[config.mk]
export PLATFORM = sky130hd
export DESIGN_NAME = ppsp_table
export DESIGN_NICKNAME = d
export VERILOG_FILES = /design/src/rtl/ppsp_pkg.sv /design/src/rtl/ppsp_table.sv
export SDC_FILE = /design/constraint.sdc
export NUM_CORES = 1
export LEC_CHECK = 0
export CORE_UTILIZATION = 33
export CTS_CLUSTER_DIAMETER = 40
export DETAILED_ROUTE_END_ITERATION = 12
export DONT_BUFFER_PORTS = 1
export PLACE_DENSITY = 0.55
export SYNTH_ARGS = -nofsm -noshare
export SYNTH_HDL_FRONTEND = slang
export SYNTH_SLANG_ARGS = --single-unit
export TNS_END_PERCENT = 100
[constraint.sdc]
create_clock -name i_clk -period 12 [get_ports i_clk]
set_input_delay 3 -clock i_clk [delete_from_list [all_inputs] [get_ports i_clk]]
set_output_delay 3 -clock i_clk [all_outputs]
set_load 0.05 [all_outputs]
[src/rtl/ppsp_pkg.sv]
// Package: constants, types and helper functions for the periodic pin sampler packer.
package ppsp_pkg;

    localparam int PIN_COUNT     = 48;
    localparam int PIN_AW        = (PIN_COUNT > 1) ? $clog2(PIN_COUNT) : 1;
    localparam int LEVEL_BITS    = 48;
    localparam int FRAME_WRAP    = 240;
    localparam int BITS_PER_BYTE = 8;
    localparam int MAX_BITS      = 48;
    localparam int MAX_BYTES     = MAX_BITS / BITS_PER_BYTE;

    typedef logic [PIN_AW-1:0] t_pin_addr;
    typedef logic [7:0]        t_byte;

    typedef enum logic [1:0] {
        S_IDLE,
        S_SCAN,
        S_LAST,
        S_EMIT
    } t_state;

    typedef enum logic {
        CMD_SET  = 1'b0,
        CMD_TICK = 1'b1
    } t_cmd;

    typedef struct packed {
        logic      en;
        t_pin_addr addr;
        t_byte     data;
    } t_tbl_wr;

    // One pipeline stage of the remainder by a nonzero divisor: shifts four dividend bits
    // into a partial remainder that is already below the divisor.
    function automatic t_byte f_mod_step4(input t_byte rem_in, input logic [3:0] a,
                                          input t_byte d);
        logic [8:0] rem;
        rem = {1'b0, rem_in};
        for (int i = 3; i >= 0; i--) begin
            rem = {rem[7:0], a[i]};
            if (rem >= {1'b0, d}) begin
                rem = rem - {1'b0, d};
            end
        end
        return rem[7:0];
    endfunction

    function automatic t_byte f_frame_next(input t_byte f);
        logic [8:0] s;
        s = {1'b0, f} + 9'd1;
        return (s >= 9'(FRAME_WRAP)) ? 8'd0 : s[7:0];
    endfunction

endpackage

[src/rtl/ppsp_table.sv]
// Divider table: synchronous memory with per-pin enable bits and enabled pin count.
module ppsp_table
    import ppsp_pkg::*;
(
    input  logic      i_clk,
    input  logic      i_rst_n,
    input  t_tbl_wr   i_wr,
    input  t_pin_addr i_rd_addr,
    output t_byte     o_rd_data,
    output logic [6:0] o_enabled_count
);

    t_byte                mem [PIN_COUNT];
    t_byte                r_rd_raw;
    logic                 r_rd_on;
    logic [PIN_COUNT-1:0] r_on;
    logic [PIN_COUNT-1:0] n_on;
    logic [6:0]           r_count;
    logic [6:0]           n_count;
    logic                 old_on;
    logic                 new_on;

    always_comb begin
        n_on    = r_on;
        n_count = r_count;
        old_on  = r_on[i_wr.addr];
        new_on  = (i_wr.data != 8'd0);
        if (i_wr.en) begin
            n_on[i_wr.addr] = new_on;
            if (new_on && !old_on) begin
                n_count = r_count + 7'd1;
            end else if (!new_on && old_on) begin
                n_count = r_count - 7'd1;
            end
        end
    end

    always_ff @(posedge i_clk) begin
        if (!i_rst_n) begin
            r_on    <= '0;
            r_count <= '0;
            r_rd_on <= 1'b0;
        end else begin
            r_on    <= n_on;
            r_count <= n_count;
            r_rd_on <= r_on[i_rd_addr];
        end
    end

    always_ff @(posedge i_clk) begin
        if (i_wr.en) begin
            mem[i_wr.addr] <= i_wr.data;
        end
        r_rd_raw <= mem[i_rd_addr];
    end

    assign o_rd_data       = r_rd_on ? r_rd_raw : 8'd0;
    assign o_enabled_count = r_count;

endmodule

==> results.txt <==
Max Cap Viol = 0
Worst Skew = 0.0311 ns
Slew Limit Fails = 0
Grt ovf = 0
Setup Total Neg Slack = 0 ns
Detailed Route WL = 41700 um
Crit end category = flop
Die height = 237 um
Initial DRC Count = 800
Endpoints failing setup = 0
Type of the tightest min-delay check = flop to flop
DIE AREA = 0.0561 sq mm
Vias = 9306
Fill count = 4868
CP max stage delay = 0.53 ns
Hold Buf Count CTS = 0
Row cnt = 85
Avg Cell Area, Syn = 18.0 sq um
Vias in the first global route = 9550
Pre-CTS setup slack = 5.65 ns
CP endpoint = o_enabled_count[5]$_SDFFE_PN0P_
Cell variety after synth = 46
Placeable core area = 0.0541 sq mm
Drt via density = 5.31
Fin Hold WS = 0.518 ns
Worst r2r src = r_on[15]$_SDFFE_PN0P_
Ys Warns = 0
Static leakage = 6.70 nW
Critical path depth = 13
DP HPWL = 25000 um
Post-route clock period utilization = 48.9%
Setup WS post-layout = 6.13 ns
CTS clk-pin slew, worst paths = 0.06 ns
Most common cell after layout, fill and taps aside = edfxtp_1
Max clock buf depth = 3
Drc violations = 0
Endpoints failing hold = 0
Final non-filler cell total = 1753
H-tree levels = 2
R2R depth = 13
Starting Density = 33.6%
Post-synthesis net count = 1040
Post-CTS sizing = 0
Drt pass-1 iters = 5
CP Max Fanout = 20
CTS tree = done
Clock root cell = clkbuf_16
Largest net degree at the start of global routing = 109
CP Buf/Inv Count = 1
Most frequent cells in the layout = 384 x edfxtp_1, 125 x mux4_2, 77 x nor2_1
Final min period = 5.87 ns
Main synth FF type = edfxtp_1
VDD IR max = 0.134 mV
Ratio of cells with drive above 1 in the final layout = 22.1%
RSZ-0062 raised after global routing = no
Final #Nets = 1042
Crit start category = input pin
Port Buf Inserts = 0
ANT cells = 0
Setup Crit Path Kind = input pin to flop
Mapped cell area = 0.0182 sq mm
Post-Syn Instances = 1009
Worst setup path startpoint = i_wr[10]
Gr usage total = 15.0%
PD cells = 166 mW/mm^2
Top Ports = 38
Slowest library cell on the worst path = nor4_1
Drt wl/cell = 23.8 um
Post-Place Cells = 1650
TritonCTS Buffers = 55
Req. time, crit path = 12.48 ns
Seq/Total Area, Yosys = 70.4%
Post-synthesis sequential element count = 448
Status = completed
Post-synth ARST share = 0%
FMAX = 170 MHz
CTS sink cnt = 448
Initial antenna violation count = 0
Post-CTS Repair Setup Buffers = 0
Crit path arrival time = 6.36 ns
R2R Setup Slk = 8.27 ns
RePlAce Congestion = 0.775
Area Overhead vs Synth = 13.6%
Max-Slew Margin vs Limit = 20.5%
Clock latency on the worst-skew pair = 0.60 ns
First-pass GRT wire length = 63100 um
ANT nets after route = 0
Worst r2r dst = o_enabled_count[5]$_SDFFE_PN0P_
Number of flops mapped to enable cells by yosys = 384
Total Power = 0.00344 W
Actual slew at the worst max-slew pin = 1.19 ns
Die X = 237 um
Crit path max-delay family = compound AO/OA/AOI/OAI gates
CP Cell Sequence = mux2_2 -> a32o_1 -> o31ai_1 -> o211ai_1 -> nor4_1 -> ha_1 -> inv_1 -> ha_1 -> a21oi_1 -> a21boi_0 -> o21ai_0 -> a21oi_1 -> a311o_1
[layer usage]
layer	global-route usage, %	part of all wire [%]	up-vias
met5	0	0	-
met4	4.29	2.4	0
met3	2.75	5.6	74
met2	23.9	47	273
met1	21.1	45	4844
li1	-	-	4115
[power by group]
group,total [W],leakage (nW),internal [W],switching [W]
registers,0.00171,3.97,0.00170,0.00000763
clock network,0.00163,0.895,0.000949,0.000682
logic,0.000100,1.83,0.0000535,0.0000467
[sequential cells by signal, summed over array words and instances, names as in the netlist]
register,cells
o_enabled_count,7
mem,384
r_rd_on,1
r_rd_raw,8
r_on,48
[metrics by stage]
step,instance area (sq um),utilization [%]
after floorplan,18200,-
after global placement,18800,34.8
after detailed placement,18800,34.8
after CTS,20700,38.2
after global routing,20700,38.2
final,20700,38.2
[cells by family (layout without fill, tap and decap cells)]
logic type                 Yosys count  in the layout  synth area share, %
buffers and inverters               69            117                 1.80
muxes                              139            139                 16.3
xor gates and xnor gates             1              1               0.0481
adders and majority gates            8              8                0.591
DFF                                448            448                 70.4
and+or+nand+nor                    234            234                 6.49
AOI/OAI and AO/OA                  110            110                 4.41
[worst min path at each step]
stage | startpoint | endpoint | slack (ns) | cells after the start
6_report | r_on[18]$_SDFFE_PN0P_ | r_on[18]$_SDFFE_PN0P_ | 0.52 | 2
3_3_place_gp | r_on[18]$_SDFFE_PN0P_ | r_on[18]$_SDFFE_PN0P_ | 0.51 | 2
4_1_cts | r_on[31]$_SDFFE_PN0P_ | r_on[31]$_SDFFE_PN0P_ | 0.52 | 2
2_1_floorplan | r_on[45]$_SDFFE_PN0P_ | r_on[45]$_SDFFE_PN0P_ | 0.48 | 1
5_1_grt | r_on[31]$_SDFFE_PN0P_ | r_on[31]$_SDFFE_PN0P_ | 0.54 | 2
3_5_place_dp | r_on[31]$_SDFFE_PN0P_ | r_on[31]$_SDFFE_PN0P_ | 0.51 | 2
[cells in the mapped netlist (2+ instances only)]
master | n | share of area [%]
and2_1 | 10 | 0.34
inv_1 | 5 | 0.10
or3b_2 | 3 | 0.14
ha_1 | 7 | 0.48
and3_1 | 4 | 0.14
o21a_1 | 2 | 0.082
o21ai_0 | 5 | 0.14
o211a_1 | 25 | 1.4
mux2i_1 | 11 | 0.61
edfxtp_1 | 384 | 63
a21oi_1 | 23 | 0.63
nor3_1 | 24 | 0.66
mux4_2 | 125 | 15
a22oi_1 | 32 | 1.3
buf_1 | 4 | 0.082
nand3_1 | 33 | 0.91
nor4_1 | 2 | 0.069
buf_4 | 7 | 0.29
or3_1 | 2 | 0.069
nor2b_1 | 8 | 0.28
mux2_2 | 3 | 0.19
nor2_1 | 77 | 1.6
buf_6 | 3 | 0.19
nand3b_1 | 5 | 0.21
nor3b_1 | 25 | 1.0
o21ai_1 | 9 | 0.25
a21boi_0 | 4 | 0.17
clkbuf_1 | 34 | 0.70
nor4_2 | 2 | 0.14
nand2_1 | 32 | 0.66
o211ai_1 | 3 | 0.12
buf_2 | 16 | 0.44
dfxtp_1 | 64 | 7.0
nand2b_1 | 3 | 0.10
o31ai_1 | 2 | 0.082
[cell type report]
cell class	count	area [sq um]	area share [%]
clock buffer	71	1500	7.24
clock inverter	32	339	1.64
inverter	5	18.8	0.0907
multi-input combinational	492	5080	24.5
sequential	448	12800	62.0
tap	696	871	4.21
timing repair buffer	9	67.6	0.327
[worst min-delay path, cell delays in order (launching register included)]
cell and delay (ns):
dfxtp_1 0.31, nor2_1 0.10, nor3b_1 0.05
No activity file was read; power rests on OpenSTA's default activity.
